## src/hdl/vrsd_pkg.sv

```systemverilog
// Shared widths, register codes and reset values for the vibration run/stop detector.
package vrsd_pkg;

    localparam int SAMPLE_WIDTH = 16;
    localparam int COUNT_WIDTH  = 21;
    localparam int JITTER_WIDTH = 16;
    localparam int LIMIT_WIDTH  = 16;
    localparam int CLEAR_WIDTH  = 20;
    localparam int CFG_WIDTH    = 20;
    localparam int CFG_IDX_WIDTH = 2;

    localparam logic [JITTER_WIDTH-1:0] JITTER_RESET = JITTER_WIDTH'(500);
    localparam logic [LIMIT_WIDTH-1:0]  LIMIT_RESET  = LIMIT_WIDTH'(20);
    localparam logic [CLEAR_WIDTH-1:0]  CLEAR_RESET  = CLEAR_WIDTH'(144000);

    typedef enum logic [CFG_IDX_WIDTH-1:0] {
        CFG_JITTER = 2'd0,
        CFG_LIMIT  = 2'd1,
        CFG_CLEAR  = 2'd2
    } cfg_idx_t;

    // Motion stage result handed to the run-state stage.
    typedef struct packed {
        logic valid;
        logic motion;
    } motion_t;

endpackage

```

## src/hdl/vrsd_motion.sv

```systemverilog
// Sample stage: per-axis absolute change against the previous sample and the motion flag.
module vrsd_motion
    import vrsd_pkg::*;
(
    input  logic                           clk,
    input  logic                           rst_n,
    input  logic                           load,
    input  logic                           advance,
    input  logic signed [SAMPLE_WIDTH-1:0] accel_x,
    input  logic signed [SAMPLE_WIDTH-1:0] accel_y,
    input  logic signed [SAMPLE_WIDTH-1:0] accel_z,
    input  logic [JITTER_WIDTH-1:0]        jitter_threshold,
    output motion_t                        stage
);

    logic signed [SAMPLE_WIDTH-1:0] prev_x_reg;
    logic signed [SAMPLE_WIDTH-1:0] prev_y_reg;
    logic signed [SAMPLE_WIDTH-1:0] prev_z_reg;
    logic                           valid_reg;
    logic                           valid_next;
    logic                           motion_reg;
    logic                           motion_next;

    function automatic logic [SAMPLE_WIDTH:0] abs_change(
        input logic signed [SAMPLE_WIDTH-1:0] now_s,
        input logic signed [SAMPLE_WIDTH-1:0] old_s
    );
        logic signed [SAMPLE_WIDTH:0] d;
        begin
            d = (SAMPLE_WIDTH+1)'(now_s) - (SAMPLE_WIDTH+1)'(old_s);
            abs_change = d[SAMPLE_WIDTH] ? (SAMPLE_WIDTH+1)'(-d) : (SAMPLE_WIDTH+1)'(d);
        end
    endfunction

    always_comb
    begin
        motion_next = (abs_change(accel_x, prev_x_reg) > (SAMPLE_WIDTH+1)'(jitter_threshold))
                   || (abs_change(accel_y, prev_y_reg) > (SAMPLE_WIDTH+1)'(jitter_threshold))
                   || (abs_change(accel_z, prev_z_reg) > (SAMPLE_WIDTH+1)'(jitter_threshold));
    end

    always_comb
    begin
        if (load)
        begin
            valid_next = 1'b1;
        end
        else if (advance)
        begin
            valid_next = 1'b0;
        end
        else
        begin
            valid_next = valid_reg;
        end
    end

    always_ff @(posedge clk or negedge rst_n)
    begin
        if (!rst_n)
        begin
            prev_x_reg <= '0;
            prev_y_reg <= '0;
            prev_z_reg <= '0;
            valid_reg  <= 1'b0;
        end
        else
        begin
            valid_reg <= valid_next;
            if (load)
            begin
                prev_x_reg <= accel_x;
                prev_y_reg <= accel_y;
                prev_z_reg <= accel_z;
            end
        end
    end

    always_ff @(posedge clk)
    begin
        if (load)
        begin
            motion_reg <= motion_next;
        end
    end

    assign stage.valid  = valid_reg;
    assign stage.motion = motion_reg;

endmodule

```

## src/hdl/vrsd_run_state.sv

```systemverilog
// Run-state stage: moving/still run counters, running flag and the result register.
module vrsd_run_state
    import vrsd_pkg::*;
(
    input  logic                   clk,
    input  logic                   rst_n,
    input  motion_t                stage,
    input  logic                   out_stall,
    input  logic [LIMIT_WIDTH-1:0] state_limit,
    input  logic [CLEAR_WIDTH-1:0] clear_limit,
    output logic                   advance,
    output logic                   out_valid,
    output logic                   machine_running,
    output logic                   state_changed,
    output logic                   motion_seen
);

    localparam logic [COUNT_WIDTH-1:0] COUNT_MAX = '1;

    logic [COUNT_WIDTH-1:0] moving_count_reg;
    logic [COUNT_WIDTH-1:0] moving_count_next;
    logic [COUNT_WIDTH-1:0] still_count_reg;
    logic [COUNT_WIDTH-1:0] still_count_next;
    logic                   last_moving_reg;
    logic                   last_moving_next;
    logic                   running_reg;
    logic                   running_next;
    logic                   changed_reg;
    logic                   changed_next;
    logic                   motion_reg;
    logic                   out_valid_reg;
    logic                   load;
    logic [COUNT_WIDTH-1:0] mov_a;
    logic [COUNT_WIDTH-1:0] still_a;
    logic [COUNT_WIDTH-1:0] mov_b;
    logic [COUNT_WIDTH-1:0] still_b;
    logic [COUNT_WIDTH-1:0] limit_ext;
    logic [COUNT_WIDTH-1:0] clear_ext;

    assign advance   = !out_valid_reg || !out_stall;
    assign load      = advance && stage.valid;
    assign limit_ext = COUNT_WIDTH'(state_limit);
    assign clear_ext = COUNT_WIDTH'(clear_limit);

    always_comb
    begin
        mov_a            = moving_count_reg;
        still_a          = still_count_reg;
        last_moving_next = last_moving_reg;
        if (stage.motion)
        begin
            if (last_moving_reg)
            begin
                mov_a = (moving_count_reg == COUNT_MAX) ? COUNT_MAX
                                                        : moving_count_reg + 1'b1;
            end
            else
            begin
                still_a          = '0;
                last_moving_next = 1'b1;
            end
        end
        else
        begin
            if (last_moving_reg)
            begin
                last_moving_next = 1'b0;
                mov_a            = '0;
            end
            else
            begin
                still_a = (still_count_reg == COUNT_MAX) ? COUNT_MAX
                                                         : still_count_reg + 1'b1;
            end
        end

        // hysteresis: flip only after a run longer than the state limit
        mov_b        = mov_a;
        still_b      = still_a;
        running_next = running_reg;
        changed_next = 1'b0;
        if ((mov_a > limit_ext) && !running_reg)
        begin
            running_next = 1'b1;
            still_b      = '0;
            changed_next = 1'b1;
        end
        else if ((still_a > limit_ext) && running_reg)
        begin
            running_next = 1'b0;
            mov_b        = '0;
            changed_next = 1'b1;
        end

        if ((mov_b > clear_ext) || (still_b > clear_ext))
        begin
            moving_count_next = '0;
            still_count_next  = '0;
        end
        else
        begin
            moving_count_next = mov_b;
            still_count_next  = still_b;
        end
    end

    always_ff @(posedge clk or negedge rst_n)
    begin
        if (!rst_n)
        begin
            moving_count_reg <= '0;
            still_count_reg  <= '0;
            last_moving_reg  <= 1'b0;
            running_reg      <= 1'b0;
            out_valid_reg    <= 1'b0;
        end
        else
        begin
            if (load)
            begin
                moving_count_reg <= moving_count_next;
                still_count_reg  <= still_count_next;
                last_moving_reg  <= last_moving_next;
                running_reg      <= running_next;
            end
            if (advance)
            begin
                out_valid_reg <= stage.valid;
            end
        end
    end

    always_ff @(posedge clk)
    begin
        if (load)
        begin
            changed_reg <= changed_next;
            motion_reg  <= stage.motion;
        end
    end

    assign out_valid       = out_valid_reg;
    assign machine_running = running_reg;
    assign state_changed   = changed_reg;
    assign motion_seen     = motion_reg;

`ifndef SYNTH
    a_still_idle_when_moving: assert property (@(posedge clk) disable iff (!rst_n)
        last_moving_reg |-> (still_count_reg == '0))
        else $error("still counter nonzero during a moving run");

    a_moving_idle_when_still: assert property (@(posedge clk) disable iff (!rst_n)
        !last_moving_reg |-> (moving_count_reg == '0))
        else $error("moving counter nonzero during a still run");

    a_change_pulse: assert property (@(posedge clk) disable iff (!rst_n)
        load |=> (changed_reg == (running_reg != $past(running_reg))))
        else $error("change pulse does not match running flag flip");
`endif

endmodule

```

## src/hdl/vibration_run_stop_detector.sv

```systemverilog
// Top level of the vibration run/stop detector: configuration registers and the two stages.
//
//   channel  direction  handshake               payload
//   in       input      in_valid / in_stall     accel_x, accel_y, accel_z
//   out      output     out_valid / out_stall   machine_running, state_changed, motion_seen
//   cfg      input      cfg_we                  cfg_index, cfg_data
//
// One sample per cycle while out_stall is low; a result passes from the motion stage register
// to the run-state result register and leaves at an edge where out_stall is low.
// Reset clears the previous samples, both run counters, the running flag and
// loads the default thresholds.
// in_stall rises only while both stages hold items and out_stall is high.
module vibration_run_stop_detector
    import vrsd_pkg::*;
(
    input  logic                           clk,
    input  logic                           rst_n,
    input  logic                           in_valid,
    output logic                           in_stall,
    input  logic signed [SAMPLE_WIDTH-1:0] accel_x,
    input  logic signed [SAMPLE_WIDTH-1:0] accel_y,
    input  logic signed [SAMPLE_WIDTH-1:0] accel_z,
    output logic                           out_valid,
    input  logic                           out_stall,
    output logic                           machine_running,
    output logic                           state_changed,
    output logic                           motion_seen,
    input  logic                           cfg_we,
    input  logic [CFG_IDX_WIDTH-1:0]       cfg_index,
    input  logic [CFG_WIDTH-1:0]           cfg_data
);

    logic [JITTER_WIDTH-1:0] jitter_reg;
    logic [LIMIT_WIDTH-1:0]  limit_reg;
    logic [CLEAR_WIDTH-1:0]  clear_reg;
    motion_t                 stage;
    logic                    advance;
    logic                    load;

    always_ff @(posedge clk or negedge rst_n)
    begin
        if (!rst_n)
        begin
            jitter_reg <= JITTER_RESET;
            limit_reg  <= LIMIT_RESET;
            clear_reg  <= CLEAR_RESET;
        end
        else if (cfg_we)
        begin
            case (cfg_idx_t'(cfg_index))
                CFG_JITTER: jitter_reg <= cfg_data[JITTER_WIDTH-1:0];
                CFG_LIMIT:  limit_reg  <= cfg_data[LIMIT_WIDTH-1:0];
                CFG_CLEAR:  clear_reg  <= cfg_data[CLEAR_WIDTH-1:0];
                default:    ;
            endcase
        end
    end

    // hold the input while the motion stage cannot hand its item on
    assign in_stall = stage.valid && !advance;
    assign load     = in_valid && !in_stall;

    vrsd_motion u_motion (
        .clk              (clk),
        .rst_n            (rst_n),
        .load             (load),
        .advance          (advance),
        .accel_x          (accel_x),
        .accel_y          (accel_y),
        .accel_z          (accel_z),
        .jitter_threshold (jitter_reg),
        .stage            (stage)
    );

    vrsd_run_state u_run_state (
        .clk             (clk),
        .rst_n           (rst_n),
        .stage           (stage),
        .out_stall       (out_stall),
        .state_limit     (limit_reg),
        .clear_limit     (clear_reg),
        .advance         (advance),
        .out_valid       (out_valid),
        .machine_running (machine_running),
        .state_changed   (state_changed),
        .motion_seen     (motion_seen)
    );

endmodule

```

## config.mk

```make
export PLATFORM = sky130hd
export DESIGN_NAME = vibration_run_stop_detector
export DESIGN_NICKNAME = d
export VERILOG_FILES = /design/src/hdl/vrsd_pkg.sv /design/src/hdl/vrsd_motion.sv /design/src/hdl/vrsd_run_state.sv /design/src/hdl/vibration_run_stop_detector.sv
export SDC_FILE = /design/constraint.sdc
export NUM_CORES = 1
export LEC_CHECK = 0
export BUFFER_PORTS_ARGS = -buffer_cell sky130_fd_sc_hd__buf_2
export CAP_MARGIN = 10
export CORE_MARGIN = 10
export CORE_UTILIZATION = 46
export CTS_BUF_LIST = sky130_fd_sc_hd__clkbuf_8
export CTS_CLUSTER_DIAMETER = 100
export DETAILED_ROUTE_END_ITERATION = 16
export GPL_TIMING_DRIVEN = 0
export HOLD_SLACK_MARGIN = 0.06
export PLACE_DENSITY_LB_ADDON = 0.05
export SYNTH_ARGS = -nofsm -noshare
export SYNTH_HDL_FRONTEND = slang
export SYNTH_SLANG_ARGS = --single-unit
```

## constraint.sdc

```tcl
create_clock -name clk -period 20.1 [get_ports clk]
set_input_delay 2.01 -clock clk [delete_from_list [all_inputs] [get_ports clk]]
set_output_delay 2.01 -clock clk [all_outputs]
set_load 0.005 [all_outputs]
```

==> results.yml, run 1 <==
placed_design:
  port_buffers: 79
  hpwlAfterDp_um: 33000
  post-place-ws_ns: 12.35
  dp_cells: 2178
  placed_area_um2: 15000
  gp_congestion: 0.913
sta:
  hold_viol: 0
  fmax_ghz: 0.127
  slew_headroom_pct: 42.3
  finalCritPeriodShare_pct: 39.3
  setup_tns_ns: 0
  fin_crit_ns: 7.90
  fin_hold_ws_ns: 0.491
  rsz0062_at_grt: "false"
  clock_skew_ns: 0.0108
  setup_slack_ns: 12.20
  tightest_slew_ns: 0.844
  setup_viol_count_final: 0
  slew_violations: 0
power_and_ir_drop:
  irDropWorstVdd_mv: 0.0449
  switching_share_pct: 46.1
  clock_power_share_pct: 17.8
  p_switching_uw: 657
  power_density_nw_per_um2: 92.4
  power_frac_comb_pct: 55.1
  pwr-share-seq_pct: 27.1
  internal_power_uw: 768
  leakage_nw: 7.22
  power_mw: 1.42
yosys:
  synth_edf_count: 3
  syn_nets: 1959
  ys_async_sr_fraction_pct: 98.0
  synth.distinct_cells: 91
  yosysWarningCount: 0
  synth-seq-cells: 149
  synth_seq_area_share_pct: 26.7
  synthCells: 1708
  avgSynthCellArea_um2: 8.24
  syn-cell-area_um2: 14100
  synthFlopType: "dfrtp_1"
setup_path:
  startpoint_type: "register"
  endpoint_kind: "register"
  worstPathArrival_ns: 8.32
  critPathKind: "register to register"
  crit_fanout: 10
  worstSetupStartpoint: "u_run_state.still_count_reg[0]$_DFFE_PN0P_"
  r2r_start: "u_run_state.still_count_reg[0]$_DFFE_PN0P_"
  r2r_slack_ns: 12.20
  cp.required_ns: 20.52
detailed_routing:
  drtAntennaViolNets: 0
  wirelength_um: 41000
  vias_per_cell: 5.84
  drc: 0
  wl_per_cell_um: 18.5
  drt_iter0_drc: 704
  first_pass_iters: 5
  vias: 12904
global_routing:
  overflow: 0
  gr-usage-all-layers_pct: 21.3
  busiest_layer: "met2"
  grt_pass1_vias: 12620
  grt_pass1_wl_um: 66300
  use_met3_pct: 3.20
  grt_max_degree: 87
  met2_usage_pct: 37.1
  grtUsageMet1_pct: 25.6
  antenna_found_initial: 1
cts:
  postCtsHoldBufs: 0
  htree_levels: 4
  cts_root_buf: "clkbuf_8"
  postCtsSetupBuffers: 0
  clk_latency_ns: 0.51
  cts_max_path_buffers: 2
  clk_pin_slew_worst_paths_ns: 0.10
  cts_buffers: 17
  cts.sink_count: 149
  cts_tree: "yes"
  cts.repair.resized: 0
die:
  initial_core_util_pct: 47.0
  die_h_um: 195
  die_x_um: 195
  rows: 63
  io_pins: 80
  core_area_um2: 30000
  die_area_um2: 38000
layout:
  stdcell_count: 2211
  final_area_um2: 15400
  drive_gt1_share_pct: 11.4
  layout_commonest_cell: "ha_1"
  final_util_pct: 51.5
  nFillCells: 2906
  area_growth_pct: 9.47
  mostFrequentLayoutCells: "ha_1 (173), nand2_1 (171), inv_1 (163)"
  num-nets-final: 2058
status:
  status: "completed"
min_path:
  hp-start: "u_motion.valid_reg$_DFFE_PN0P_"
  hold_class: "register to register"
job:
  max_cap_viol_count: 0
## kinds of logic after synthesis
group                    after synthesis  synth area share, %
adder cells (fa/ha/maj)              176                 15.8
buffers and inverters                222                 6.10
AO/OA/AOI/OAI                        496                 24.2
flip-flops                           149                 26.7
AND/OR/NAND/NOR                      566                 20.3
multiplexers                          40                 3.17
XOR/XNOR                              59                 3.67
## area by class of cell
cell class	count	area [um2]	share of cell area (%)
Tap cell	390	488	3.17
Inverter	165	619	4.02
Clock buffer	17	234	1.52
Buffer	57	239	1.55
Clock inverter	15	180	1.17
Sequential cell	149	3760	24.4
Timing Repair Buffer	80	429	2.78
Multi-Input combinational cell	1337	9460	61.4
Antenna cell	1	2.50	0.0162
## worst max-delay path: stages, from the launching register on
cell and delay, ns:
dfrtp_1 0.43, ha_1 0.26, and4_1 0.32, nand4_1 0.21
nor4_1 0.75, a31oi_1 0.09, o21bai_1 0.17, o211ai_1 0.19
inv_1 0.10, ha_1 0.26, a2111oi_0 0.41, o21ai_0 0.15
a211oi_1 0.31, o311ai_1 0.15, nor2_1 0.38, nor2_1 0.09
clkbuf_1 0.24, nor2_1 0.33, ha_1 0.19, nand4_1 0.10
or2_2 0.31, nor4_1 0.50, a41oi_1 0.19, a21boi_0 0.48
clkbuf_1 0.46, buf_1 0.41, o2111ai_1 0.19, o21ai_0 0.12
## cells in the mapped netlist, types with 43 or more instances
cell | instances | area [um2]
inv_1 | 163 | 612
nor2_1 | 97 | 364
a21o_1 | 44 | 330
o21ai_0 | 145 | 726
nand2_1 | 171 | 642
ha_1 | 173 | 2160
clkbuf_1 | 43 | 161
a21oi_1 | 72 | 360
nand4_1 | 44 | 275
nand3_1 | 61 | 305
dfrtp_1 | 133 | 3330
## power groups by stage
stage,clock network (mW),logic (mW),registers [mW]
floorplan,0,0.580,0.380
global placement,0,0.760,0.390
detailed placement,0,0.779,0.391
CTS,0.260,0.784,0.385
global route,0.272,0.886,0.392
finish,0.254,0.785,0.386
## worst paths after layout
kind	to	cells after the start
worst max-delay path	u_run_state.moving_count_reg[16]$_DFFE_PN0P_	27
worst min-delay path	u_run_state.out_valid$_DFFE_PN0N_	1
worst max register to register	u_run_state.moving_count_reg[16]$_DFFE_PN0P_	27
worst min register to register	u_run_state.out_valid$_DFFE_PN0N_	1
max in group asynchronous	jitter_reg[2]$_DFFE_PN1P_	2
min in group asynchronous	u_run_state.still_count_reg[8]$_DFFE_PN0P_	1
## per-layer routing
metal	vias to the layer above	wire [um]
met3	63	1510
met4	0	1350
li1	6480	-
met5	-	0
met2	275	20100
met1	6086	18000
(Power assumes the default switching activity.)
==> run 2: changes to the inputs <==
- ABC_AREA: not set -> 1
- clock period: 20.1 -> 7.5 ns (I/O delays scaled with it)
==> results.yml, run 2 <==
cts:
  cts.repair.resized: 0
  cts_tree: "yes"
  clk_latency_ns: 0.51
  htree_levels: 4
  cts.sink_count: 149
  postCtsSetupBuffers: 0
  cts_root_buf: "clkbuf_8"
  postCtsHoldBufs: 0
  cts_buffers: 17
  clk_pin_slew_worst_paths_ns: 0.09
  cts_max_path_buffers: 2
setup_path:
  startpoint_type: "register"
  crit_top_cell: "nand2_1"
  crit_fanout: 10
  cp.required_ns: 7.93
  critPathKind: "register to register"
  slowest_delay_ns: 0.60
  endpoint_kind: "register"
  cp_slowest_cell: "edfxtp_1"
  worstPathArrival_ns: 6.05
yosys:
  synth_common_cells: "nand2_1 (576), inv_1 (332), nor2_1 (191), ha_1 (173), o21ai_0 (151)"
  yosysWarningCount: 0
  ys_async_sr_fraction_pct: 98.0
  synth.distinct_cells: 54
  synth.top_cells.by_area: "dfrtp_1 (23%), ha_1 (15%), nand2_1 (15%), inv_1 (8.5%), o21ai_0 (5.1%)"
  avgSynthCellArea_um2: 6.85
  synth_top_area_share_pct: 22.6
  syn_nets: 2405
  synthFlopType: "dfrtp_1"
  syn-cell-area_um2: 14700
  synth-seq-cells: 149
  synthCells: 2154
  synth.most_common_cell: "nand2_1"
  synth_seq_area_share_pct: 25.5
  synth_edf_count: 3
  yosys.area.top_type: "dfrtp_1"
placed_design:
  port_buffers: 79
  gp_congestion: 0.937
  placed_area_um2: 15700
  post-place-ws_ns: 2.05
  hpwlAfterDp_um: 35500
global_routing:
  gr-usage-all-layers_pct: 22.3
  grt_pass1_wl_um: 70100
  overflow: 0
  grt_max_degree: 91
  antenna_found_initial: 0
  grt_pass1_vias: 13608
layout:
  drive_gt1_share_pct: 10.0
  mostFrequentLayoutCells: "nand2_1 (576), inv_1 (332), nor2_1 (191)"
  num-nets-final: 2504
  final_area_um2: 16100
  layout_commonest_cell: "nand2_1"
  area_growth_pct: 9.24
  antenna_cells: 0
sta:
  fin_crit_ns: 5.62
  finalCritPeriodShare_pct: 75.0
  fmax_ghz: 0.178
  setup_viol_count_final: 0
  setup_slack_ns: 1.88
  hold_viol: 0
  clock_skew_ns: 0.0256
  setup_tns_ns: 0
  rsz0062_at_grt: "false"
  slew_violations: 0
  slew_headroom_pct: 44.7
  tightest_slew_ns: 0.819
die:
  rows: 65
  die_h_um: 199
  die_x_um: 199
  initial_core_util_pct: 46.7
  io_pins: 80
  core_area_um2: 31600
  die_area_um2: 39600
power_and_ir_drop:
  power_density_nw_per_um2: 242
  irDropWorstVdd_mv: 0.144
  leakage_nw: 8.60
detailed_routing:
  wirelength_um: 43400
  vias: 14009
  drtAntennaViolNets: 0
  drc: 0
  first_pass_iters: 5
  drt_iter0_drc: 739
  wl_per_cell_um: 16.3
  vias_per_cell: 5.25
job:
  max_cap_viol_count: 0
status:
  status: "completed"
min_path:
  hold_class: "input pin to async pin"
-- run 2: changes by cell type in the layout (fill, tap and decap cells not counted), moves of 36 or more --
cell / delta
a21o_1: -38
inv_1: +169
mux2_2: -37
nand2_1: +405
nand3_1: +51
nor2_1: +94
nor2b_1: -36
xor2_1: +40
-- run 2: layout make-up --
cell class                      instances  area, um2
Buffer                                 49        279
Clock buffer                           17        234
Clock inverter                         15        196
Fill cell                            3200      15400
Inverter                              340       1280
Multi-Input combinational cell       1616       9430
Sequential cell                       149       3760
Tap cell                              402        503
Timing Repair Buffer                   80        429
-- run 2: kinds of logic after synthesis --
kind of cell,synth area share [%]
simple gates,31.2
buf+inv,10.5
compound gates,12.8
fa+ha+maj,15.1
flops,25.5
xor+xnor,4.75
mux,0.0679
-- run 2: path summary, 6_finish.rpt --
kind	startpoint	end	slack, ns	cells after the start
min in group clk	accel_z[9]	u_motion.prev_z_reg[9]$_DFFE_PN0P_	0.47	3
min reg2reg	u_motion.valid_reg$_DFFE_PN0P_	u_run_state.out_valid$_DFFE_PN0N_	0.49	2
max	u_motion.motion_reg$_DFFE_PP_	u_run_state.moving_count_reg[3]$_DFFE_PN0P_	1.88	39
min	rst_n	u_run_state.still_count_reg[8]$_DFFE_PN0P_	0.20	1
max in group asynchronous	rst_n	u_motion.prev_y_reg[8]$_DFFE_PN0P_	6.44	2
max reg2reg	u_motion.motion_reg$_DFFE_PP_	u_run_state.moving_count_reg[3]$_DFFE_PN0P_	1.88	39
-- run 2: metal layers --
layer / vias up / track usage (%) / wire length [um] / part of all wire [%]
met5: - / 0 / 0 / 0
met4: 0 / 7.21 / 1110 / 2.6
met3: 58 / 2.92 / 1360 / 3.1
met2: 264 / 39.5 / 21700 / 50
met1: 6502 / 27.2 / 19200 / 44
li1: 7185 / - / - / -
-- run 2: worst max-delay path, delay by kind of cell (launching register included) --
kind	cells	cell delay, ns
flops	1	0.60
compound gates	4	1.06
buf+inv	4	1.17
simple gates	29	2.08
fa+ha+maj	2	0.61
-- run 2: per-stage QoR --
| stage | utilization, % | power, mW | cells | hold slack [ns] |
|---|---|---|---|---|
| floorplan | - | 2.65 | 2154 | 0.448 |
| global placement | 49.6 | 3.17 | 2635 | 0.456 |
| detailed placement | 49.7 | 3.23 | 2636 | 0.473 |
| CTS | 51.0 | 3.93 | 2668 | 0.196 |
| global route | 51.0 | 4.29 | 2668 | 0.215 |
| finish | 51.0 | 3.90 | 2668 | 0.199 |
-- run 2: power breakdown --
part / internal, mW / total, mW / switching [mW]
sequential: 0.933 / 1.02 / 0.0844
combinational: 0.797 / 2.21 / 1.41
clock: 0.260 / 0.677 / 0.417
